File: src/hw/rtl/lksc_pkg.sv
package lksc_pkg;

	typedef enum logic [1:0] {
		CMD_GET   = 2'd0,
		CMD_FAIL  = 2'd1,
		CMD_PUT   = 2'd2,
		CMD_CLEAR = 2'd3
	} cmd_t;

	typedef enum logic [1:0] {
		ST_IDLE,
		ST_SCAN,
		ST_DONE
	} state_t;

	localparam logic [7:0] ACCEPTED_SIZE = 8'd48;
	localparam int         SLOT_OUT_BITS = 5;

	typedef struct packed {
		logic valid;
		logic hit;
		logic free_found;
		logic loaded;
		logic failed;
		logic requested;
	} tok_flags_t;

	typedef struct packed {
		logic valid;
		logic alloc;
		logic stamp_we;
		logic set_loaded;
		logic set_failed;
		logic set_requested;
		logic clear_all;
	} upd_t;

endpackage

File: src/hw/rtl/lksc_cell.sv
module lksc_cell
	import lksc_pkg::*;
#(
	parameter int KEY_BITS   = 64,
	parameter int STAMP_BITS = 32,
	parameter int IDX_W      = 5,
	parameter int INDEX      = 0
) (
	input  logic                  clk,
	input  logic                  arst_n,
	input  logic [KEY_BITS-1:0]   lookup_key,
	input  upd_t                  upd,
	input  logic [IDX_W-1:0]      upd_idx,
	input  logic [STAMP_BITS-1:0] upd_stamp,
	input  tok_flags_t            tok_in,
	input  logic [IDX_W-1:0]      tok_in_hit_idx,
	input  logic [IDX_W-1:0]      tok_in_vic_idx,
	input  logic [STAMP_BITS-1:0] tok_in_vic_stamp,
	output tok_flags_t            tok_out,
	output logic [IDX_W-1:0]      tok_out_hit_idx,
	output logic [IDX_W-1:0]      tok_out_vic_idx,
	output logic [STAMP_BITS-1:0] tok_out_vic_stamp
);

	localparam logic [IDX_W-1:0] MY_IDX = IDX_W'(INDEX);

	logic                  used_q;
	logic                  loaded_q;
	logic                  failed_q;
	logic                  requested_q;
	logic [KEY_BITS-1:0]   ent_key_q;
	logic [STAMP_BITS-1:0] stamp_q;

	tok_flags_t            tok_f_q;
	logic [IDX_W-1:0]      hit_idx_q;
	logic [IDX_W-1:0]      vic_idx_q;
	logic [STAMP_BITS-1:0] vic_stamp_q;

	tok_flags_t            tok_f_n;
	logic [IDX_W-1:0]      hit_idx_n;
	logic [IDX_W-1:0]      vic_idx_n;
	logic [STAMP_BITS-1:0] vic_stamp_n;

	logic hit_here;
	logic sel;

	assign hit_here = used_q && (ent_key_q == lookup_key);
	assign sel      = upd.valid && (upd_idx == MY_IDX);

	always_comb begin
		tok_f_n     = tok_in;
		hit_idx_n   = tok_in_hit_idx;
		vic_idx_n   = tok_in_vic_idx;
		vic_stamp_n = tok_in_vic_stamp;
		if (!tok_in.hit && hit_here) begin
			tok_f_n.hit       = 1'b1;
			tok_f_n.loaded    = loaded_q;
			tok_f_n.failed    = failed_q;
			tok_f_n.requested = requested_q;
			hit_idx_n         = MY_IDX;
		end
		if (!tok_in.free_found) begin
			if (!used_q) begin
				tok_f_n.free_found = 1'b1;
				vic_idx_n          = MY_IDX;
			end else if (stamp_q < tok_in_vic_stamp) begin
				vic_idx_n   = MY_IDX;
				vic_stamp_n = stamp_q;
			end
		end
	end

	always_ff @(posedge clk or negedge arst_n) begin
		if (!arst_n) begin
			tok_f_q <= '0;
		end else begin
			tok_f_q <= tok_f_n;
		end
	end

	always_ff @(posedge clk) begin
		hit_idx_q   <= hit_idx_n;
		vic_idx_q   <= vic_idx_n;
		vic_stamp_q <= vic_stamp_n;
	end

	always_ff @(posedge clk or negedge arst_n) begin
		if (!arst_n) begin
			used_q      <= 1'b0;
			loaded_q    <= 1'b0;
			failed_q    <= 1'b0;
			requested_q <= 1'b0;
		end else if (upd.valid && upd.clear_all) begin
			used_q      <= 1'b0;
			loaded_q    <= 1'b0;
			failed_q    <= 1'b0;
			requested_q <= 1'b0;
		end else if (sel) begin
			if (upd.alloc) begin
				used_q      <= 1'b1;
				loaded_q    <= 1'b0;
				failed_q    <= 1'b0;
				requested_q <= 1'b0;
			end
			if (upd.set_loaded) begin
				loaded_q <= 1'b1;
				failed_q <= 1'b0;
			end
			if (upd.set_failed) begin
				failed_q <= 1'b1;
			end
			if (upd.set_requested) begin
				requested_q <= 1'b1;
			end
		end
	end

	always_ff @(posedge clk) begin
		if (sel && !upd.clear_all) begin
			if (upd.alloc) begin
				ent_key_q <= lookup_key;
			end
			if (upd.stamp_we) begin
				stamp_q <= upd_stamp;
			end else if (upd.alloc) begin
				stamp_q <= '0;
			end
		end
	end

	assign tok_out           = tok_f_q;
	assign tok_out_hit_idx   = hit_idx_q;
	assign tok_out_vic_idx   = vic_idx_q;
	assign tok_out_vic_stamp = vic_stamp_q;

endmodule

File: src/hw/rtl/lru_keyed_slot_cache.sv
// Path: a lookup token walks the cell chain, one register per slot; the update is
//   applied and the result beat registered as the token leaves the chain.
// Flow control: one item at a time; the next beat is taken once the result beat
//   has left, so a stalled output holds off the input.
// Reset: all slots empty, access tick zero, fetching disabled; no clearing pass.
module lru_keyed_slot_cache
	import lksc_pkg::*;
#(
	parameter int SLOTS      = 20,
	parameter int KEY_BITS   = 64,
	parameter int STAMP_BITS = 32
) (
	input  logic                     clk,
	input  logic                     arst_n,
	input  logic                     cfg_we,
	input  logic                     cfg_wdata,
	input  logic                     in_valid,
	output logic                     in_stall,
	input  logic [1:0]               command,
	input  logic [KEY_BITS-1:0]      key,
	input  logic                     want_round,
	input  logic [7:0]               image_size,
	output logic                     out_valid,
	input  logic                     out_stall,
	output logic                     image_ready,
	output logic [SLOT_OUT_BITS-1:0] slot_index,
	output logic                     variant,
	output logic                     fetch_request,
	output logic [KEY_BITS-1:0]      fetch_key,
	output logic                     done_res
);

	localparam int IDX_W = $clog2(SLOTS);

	state_t state_q;
	state_t state_n;

	logic                  fetch_en_q;
	logic [STAMP_BITS-1:0] tick_q;
	logic                  start_q;
	cmd_t                  cmd_q;
	logic [KEY_BITS-1:0]   key_q;
	logic                  round_q;
	logic [7:0]            size_q;

	logic                     res_ready_q;
	logic [SLOT_OUT_BITS-1:0] res_slot_q;
	logic                     res_variant_q;
	logic                     res_fetch_q;
	logic [KEY_BITS-1:0]      res_fkey_q;
	logic                     res_done_q;

	tok_flags_t            tok_f     [SLOTS+1];
	logic [IDX_W-1:0]      tok_hit   [SLOTS+1];
	logic [IDX_W-1:0]      tok_vic   [SLOTS+1];
	logic [STAMP_BITS-1:0] tok_stamp [SLOTS+1];

	tok_flags_t            last;
	logic [IDX_W-1:0]      s_idx;
	logic [STAMP_BITS-1:0] tick_n;
	upd_t                  upd;

	logic                     r_ready;
	logic [SLOT_OUT_BITS-1:0] r_slot;
	logic                     r_variant;
	logic                     r_fetch;
	logic [KEY_BITS-1:0]      r_fkey;
	logic                     r_done;

	logic accept;

	assign accept = in_valid && !in_stall;

	always_comb begin
		tok_f[0]       = '0;
		tok_f[0].valid = start_q;
		tok_hit[0]     = '0;
		tok_vic[0]     = '0;
		tok_stamp[0]   = '1;
	end

	for (genvar i = 0; i < SLOTS; i++) begin : g_cell
		lksc_cell #(
			.KEY_BITS   (KEY_BITS),
			.STAMP_BITS (STAMP_BITS),
			.IDX_W      (IDX_W),
			.INDEX      (i)
		) u_cell (
			.clk               (clk),
			.arst_n            (arst_n),
			.lookup_key        (key_q),
			.upd               (upd),
			.upd_idx           (s_idx),
			.upd_stamp         (tick_n),
			.tok_in            (tok_f[i]),
			.tok_in_hit_idx    (tok_hit[i]),
			.tok_in_vic_idx    (tok_vic[i]),
			.tok_in_vic_stamp  (tok_stamp[i]),
			.tok_out           (tok_f[i+1]),
			.tok_out_hit_idx   (tok_hit[i+1]),
			.tok_out_vic_idx   (tok_vic[i+1]),
			.tok_out_vic_stamp (tok_stamp[i+1])
		);
	end

	assign last   = tok_f[SLOTS];
	assign s_idx  = last.hit ? tok_hit[SLOTS] : tok_vic[SLOTS];
	assign tick_n = tick_q + 1'b1;

	// decide the update and the result once the token leaves the chain
	always_comb begin
		upd       = '0;
		r_ready   = 1'b0;
		r_slot    = '0;
		r_variant = 1'b0;
		r_fetch   = 1'b0;
		r_fkey    = '0;
		r_done    = 1'b0;
		case (cmd_q)
			CMD_GET: begin
				upd.valid     = last.valid;
				upd.alloc     = !last.hit;
				upd.stamp_we  = 1'b1;
				r_ready       = last.hit && last.loaded;
				r_fetch       = !r_ready && !(last.hit && last.requested)
					&& !(last.hit && last.failed) && fetch_en_q;
				upd.set_requested = r_fetch;
				r_slot        = SLOT_OUT_BITS'(s_idx);
				r_variant     = r_ready && round_q;
				r_fkey        = r_fetch ? key_q : '0;
				r_done        = last.hit;
			end
			CMD_FAIL: begin
				if (last.hit) begin
					upd.valid      = last.valid;
					upd.set_failed = 1'b1;
					r_slot         = SLOT_OUT_BITS'(s_idx);
					r_done         = 1'b1;
				end
			end
			CMD_PUT: begin
				if (size_q == ACCEPTED_SIZE) begin
					upd.valid      = last.valid;
					upd.alloc      = !last.hit;
					upd.set_loaded = 1'b1;
					r_slot         = SLOT_OUT_BITS'(s_idx);
					r_done         = 1'b1;
				end
			end
			CMD_CLEAR: begin
				upd.valid     = last.valid;
				upd.clear_all = 1'b1;
				r_done        = 1'b1;
			end
			default: begin
				upd = '0;
			end
		endcase
	end

	always_comb begin
		state_n = state_q;
		case (state_q)
			ST_IDLE: begin
				if (in_valid) begin
					state_n = ST_SCAN;
				end
			end
			ST_SCAN: begin
				if (last.valid) begin
					state_n = ST_DONE;
				end
			end
			ST_DONE: begin
				if (!out_stall) begin
					state_n = ST_IDLE;
				end
			end
			default: begin
				state_n = ST_IDLE;
			end
		endcase
	end

	always_comb begin
		in_stall  = (state_q != ST_IDLE);
		out_valid = (state_q == ST_DONE);
	end

	always_ff @(posedge clk or negedge arst_n) begin
		if (!arst_n) begin
			state_q    <= ST_IDLE;
			start_q    <= 1'b0;
			fetch_en_q <= 1'b0;
			tick_q     <= '0;
		end else begin
			state_q <= state_n;
			start_q <= accept;
			if (cfg_we) begin
				fetch_en_q <= cfg_wdata;
			end
			if (last.valid && cmd_q == CMD_GET) begin
				tick_q <= tick_n;
			end
		end
	end

	always_ff @(posedge clk) begin
		if (accept) begin
			cmd_q   <= cmd_t'(command);
			key_q   <= key;
			round_q <= want_round;
			size_q  <= image_size;
		end
		if (last.valid) begin
			res_ready_q   <= r_ready;
			res_slot_q    <= r_slot;
			res_variant_q <= r_variant;
			res_fetch_q   <= r_fetch;
			res_fkey_q    <= r_fkey;
			res_done_q    <= r_done;
		end
	end

	assign image_ready   = res_ready_q;
	assign slot_index    = res_slot_q;
	assign variant       = res_variant_q;
	assign fetch_request = res_fetch_q;
	assign fetch_key     = res_fkey_q;
	assign done_res      = res_done_q;

endmodule

File: config.mk
export PLATFORM = sky130hd
export DESIGN_NAME = lru_keyed_slot_cache
export DESIGN_NICKNAME = d
export VERILOG_FILES = /design/src/hw/rtl/lksc_pkg.sv /design/src/hw/rtl/lksc_cell.sv /design/src/hw/rtl/lru_keyed_slot_cache.sv
export SDC_FILE = /design/constraint.sdc
export NUM_CORES = 2
export LEC_CHECK = 0
export BUFFER_PORTS_ARGS = -buffer_cell sky130_fd_sc_hd__buf_4
export CAP_MARGIN = 20
export CORE_MARGIN = 2
export CORE_UTILIZATION = 55
export DETAILED_ROUTE_END_ITERATION = 12
export PLACE_DENSITY = 0.7
export SLEW_MARGIN = 20
export SYNTH_ARGS = -nofsm -noshare
export SYNTH_HDL_FRONTEND = slang
export SYNTH_SLANG_ARGS = --single-unit
export TNS_END_PERCENT = 30
File: constraint.sdc
create_clock -name clk -period 12.8 [get_ports clk]
set_clock_uncertainty 0.1 [all_clocks]
set_input_delay 1.28 -clock clk [delete_from_list [all_inputs] [get_ports clk]]
set_output_delay 1.28 -clock clk [all_outputs]
set_load 0.05 [all_outputs]
==> impl_results.md <==
* Yosys top cell area share at 0.491
* Worst-path cell chain: buf_4 > xnor2_1 > nand4_1 > nor4_1 > nand4_1 > nand4b_1 > nor2_1 > mux2_1
* Global route overflow at 0
* Tcrit/Tclk final at 0.343
* Die ar. at 234000 µm²
* Post-Syn Area per Cell at 14.0 µm²
* Gpl congestion at 0.925
* DR WL/cell at 26.2 µm
* Multi-input gate area at 39800 µm²
* Max Slew Vio Count at 0
* CP Launch Type: flop
* Count leader, synth: edfxtp_1
* Number of synthesized flops with an enable pin at 2068
* Fin crit period at 4390 ps
* # setup viols final at 0
* Power, Total at 0.0219 W
* First-pass GRT wire length at 492 mm
* Reg2reg setup slack at 8410 ps
* Postcts setup bufs at 0
* Mapped Area at 127000 µm²
* CTS tree: yes
* Synth area leader: edfxtp_1
* Synth cell types at 86
* Post-CTS Hold Buffers at 0
* Worst Hold Class: in2async
* WL final at 333 mm
* Final WS setup at 8410 ps
* Rel. slew slack at 0.250
* Top cells by area, synth: edfxtp_1 49%, dfxtp_1 12%, ha_1 5.9%
* Comb power frac at 0.081
* Arrival time worst endpoint at 5110 ps
* Switching share of power at 0.233
* Final Hold Viols at 0
* DR vias/cell at 5.94
* CP bufs+invs at 1
* Width of the die at 484 µm
* F_max at 228 MHz
* Post-synth ARST share at 0.0771
* Routed Antenna Nets at 0
* Pwr/cell area at 153 nW/µm²
* Worst-Margin Slew at 1110 ps
* Max VDD drop at 0.126 mV
* Net Sw Power at 0.00509 W
* Initial antenna violation count at 14
* CP max FO at 30
* Clock buffer depth at 4
* Status: finished, final reports clean
* Setup TNS at 0 ps
* Initial DRT Pass Iterations at 7
* Nets at 10.1k
* Worst-Skew Late Latency at 960 ps
* # rows at 176
* Fillers at 17.0k
* CP max stage delay at 760 ps
* Core Region at 229000 µm²
* Top cell by count, worst path: nand4_1
* Final HPWL DP at 216 mm
* Post-route DRC at 0
* Post-synth net total at 9720
* PostCTS Resize Cnt at 0
* IO Pins at 156
* Post-placement cell area at 132000 µm²
* Area delta synth->final at 13.0%
* Via count at 75.6k
* Clock share of power at 0.426
* Die Span Y at 484 µm
* Register area share after synthesis at 0.655
* Worst-path clk slew at 60 ps
* Reg2Reg Depth at 8
* Register bit total from synthesis at 3049
* CTS Buf Count at 327
* Gr usage total at 0.282
* Reg power frac at 0.494
* Internal at 0.0168 W
* Initial core utilization at 0.552
* Register area at 82900 µm²
* DRT iter0 DRCs at 7523
* CP Depth at 8
* Root buf cell: clkbuf_16
* H-tree level count at 5
* Ratio of cells with drive above 1 in the final layout at 0.110
* Synth Flop Type: edfxtp_1
* Vias in the first global route at 76.1k
* WP data required at 13520 ps
* RSZ-0062 raised after global routing: false
* Fin area at 143000 µm²
* Pin count of the biggest net entering global routing at 106
* Crit end category: flop
* Sink Count at 3049
* Delay-heaviest family, CP: simple AND/OR/NAND/NOR gates
* Crit path kind: reg2reg
* DP Worst Slack at 8480 ps
* Slowest stage cell, crit path: edfxtp_1
* Max-cap violations at 0
* Leakage power at 56.1 nW
* Synth Warn # at 0
* # port buffers at 155
* Syn Inst Count at 9044
* Post-synth top cells: 2068 x edfxtp_1, 792 x inv_1, 746 x dfxtp_1, 595 x ha_1, 546 x xnor2_1
## power by group through the flow
| stage | registers [W] | clock network, W | logic, W |
|---|---|---|---|
| finish | 0.0108 | 0.00930 | 0.00176 |
| global route | 0.0108 | 0.00979 | 0.00186 |
| CTS | 0.0108 | 0.00942 | 0.00174 |
| detailed placement | 0.0110 | 0 | 0.00173 |
| global placement | 0.0110 | 0 | 0.00170 |
| floorplan | 0.0111 | 0 | 0.000902 |
## cells by family (layout without fill, tap and decap cells)
logic type | after synthesis | after routing | share of synthesized area
compound gates | 1159 | 1159 | 0.0663
xor+xnor | 1003 | 1003 | 0.0694
fa+ha+maj | 595 | 595 | 0.0588
buf+inv | 1139 | 1776 | 0.0344
flops | 3049 | 3049 | 0.655
mux | 541 | 541 | 0.0481
other cells | 0 | 8 | 0
simple gates | 1558 | 1558 | 0.0678
## state kept, by name, indices dropped and copies added (netlist names), 5 cells and up
| signal | flops |
|---|---|
| g_cell.u_cell.tok_out_hit_idx | 69 |
| tick_q | 32 |
| g_cell.u_cell.ent_key_q | 1280 |
| g_cell.u_cell.failed_q | 20 |
| slot_index | 5 |
| g_cell.u_cell.stamp_q | 640 |
| key_q | 64 |
| g_cell.u_cell.used_q | 20 |
| g_cell.u_cell.loaded_q | 20 |
| g_cell.u_cell.tok_out_vic_stamp | 608 |
| size_q | 8 |
| fetch_key | 64 |
| g_cell.u_cell.requested_q | 20 |
| g_cell.u_cell.tok_out_vic_idx | 69 |
| g_cell.u_cell.tok_out | 119 |
## through the flow
stage           util  hold slack, ps  std cells
2_1_floorplan      -             231       9044
3_3_place_gp   0.577             237      12134
3_5_place_dp   0.577             236      12134
4_1_cts        0.623             236      12707
5_1_grt        0.623             253      12709
6_report       0.623             207      12715
## final timing paths
kind | start | end
max | key_q[0]$_DFFE_PP_ | g_cell[3].u_cell.tok_out[2]$_DFF_PN0_
min reg2reg | g_cell[12].u_cell.tok_out[5]$_DFF_PN0_ | g_cell[13].u_cell.tok_out[5]$_DFF_PN0_
max reg2reg | key_q[0]$_DFFE_PP_ | g_cell[3].u_cell.tok_out[2]$_DFF_PN0_
min in group clk | g_cell[12].u_cell.tok_out[5]$_DFF_PN0_ | g_cell[13].u_cell.tok_out[5]$_DFF_PN0_
min | arst_n | state_q[1]$_DFFE_PN0P_
max in group asynchronous | arst_n | g_cell[4].u_cell.tok_out[3]$_DFF_PN0_
## layer usage
metal	global-route usage	share of wire
met1	0.370	0.40
met2	0.465	0.48
met3	0.0481	0.081
met4	0.120	0.048
met5	0	0.00011
## cell usage in the layout, fill, tap and decap left out, types with 46 or more instances in the layout
| cell | n |
|---|---|
| xnor2_1 | 546 |
| mux2_1 | 481 |
| a21oi_1 | 203 |
| a22oi_1 | 48 |
| nor4_1 | 157 |
| a311o_1 | 101 |
| o31ai_1 | 99 |
| dfrtp_1 | 234 |
| dfxtp_1 | 746 |
| inv_1 | 792 |
| nand3_1 | 61 |
| buf_4 | 369 |
| o21ai_0 | 107 |
| o22ai_1 | 76 |
| clkbuf_16 | 342 |
| and2_1 | 106 |
| ha_1 | 595 |
| nand2_1 | 216 |
| a21o_1 | 108 |
| xor2_1 | 457 |
| clkinv_2 | 58 |
| o2bb2ai_1 | 48 |
| mux2_2 | 59 |
| nand2b_1 | 138 |
| nand4_1 | 249 |
| clkbuf_1 | 64 |
| edfxtp_1 | 2068 |
| nor2_1 | 206 |
| nor3_1 | 46 |
| nor2b_1 | 136 |
## area by class of cell
type                       count  area share
antenna                        8    0.000140
clock buffer                 442      0.0650
clock inverter               131     0.00872
inverter                     828      0.0217
multi-input combinational   4856       0.278
sequential                  3049       0.580
tap                         3026      0.0265
timing repair buffer         375      0.0202
Note: power is estimated with default switching activity, not from simulation.
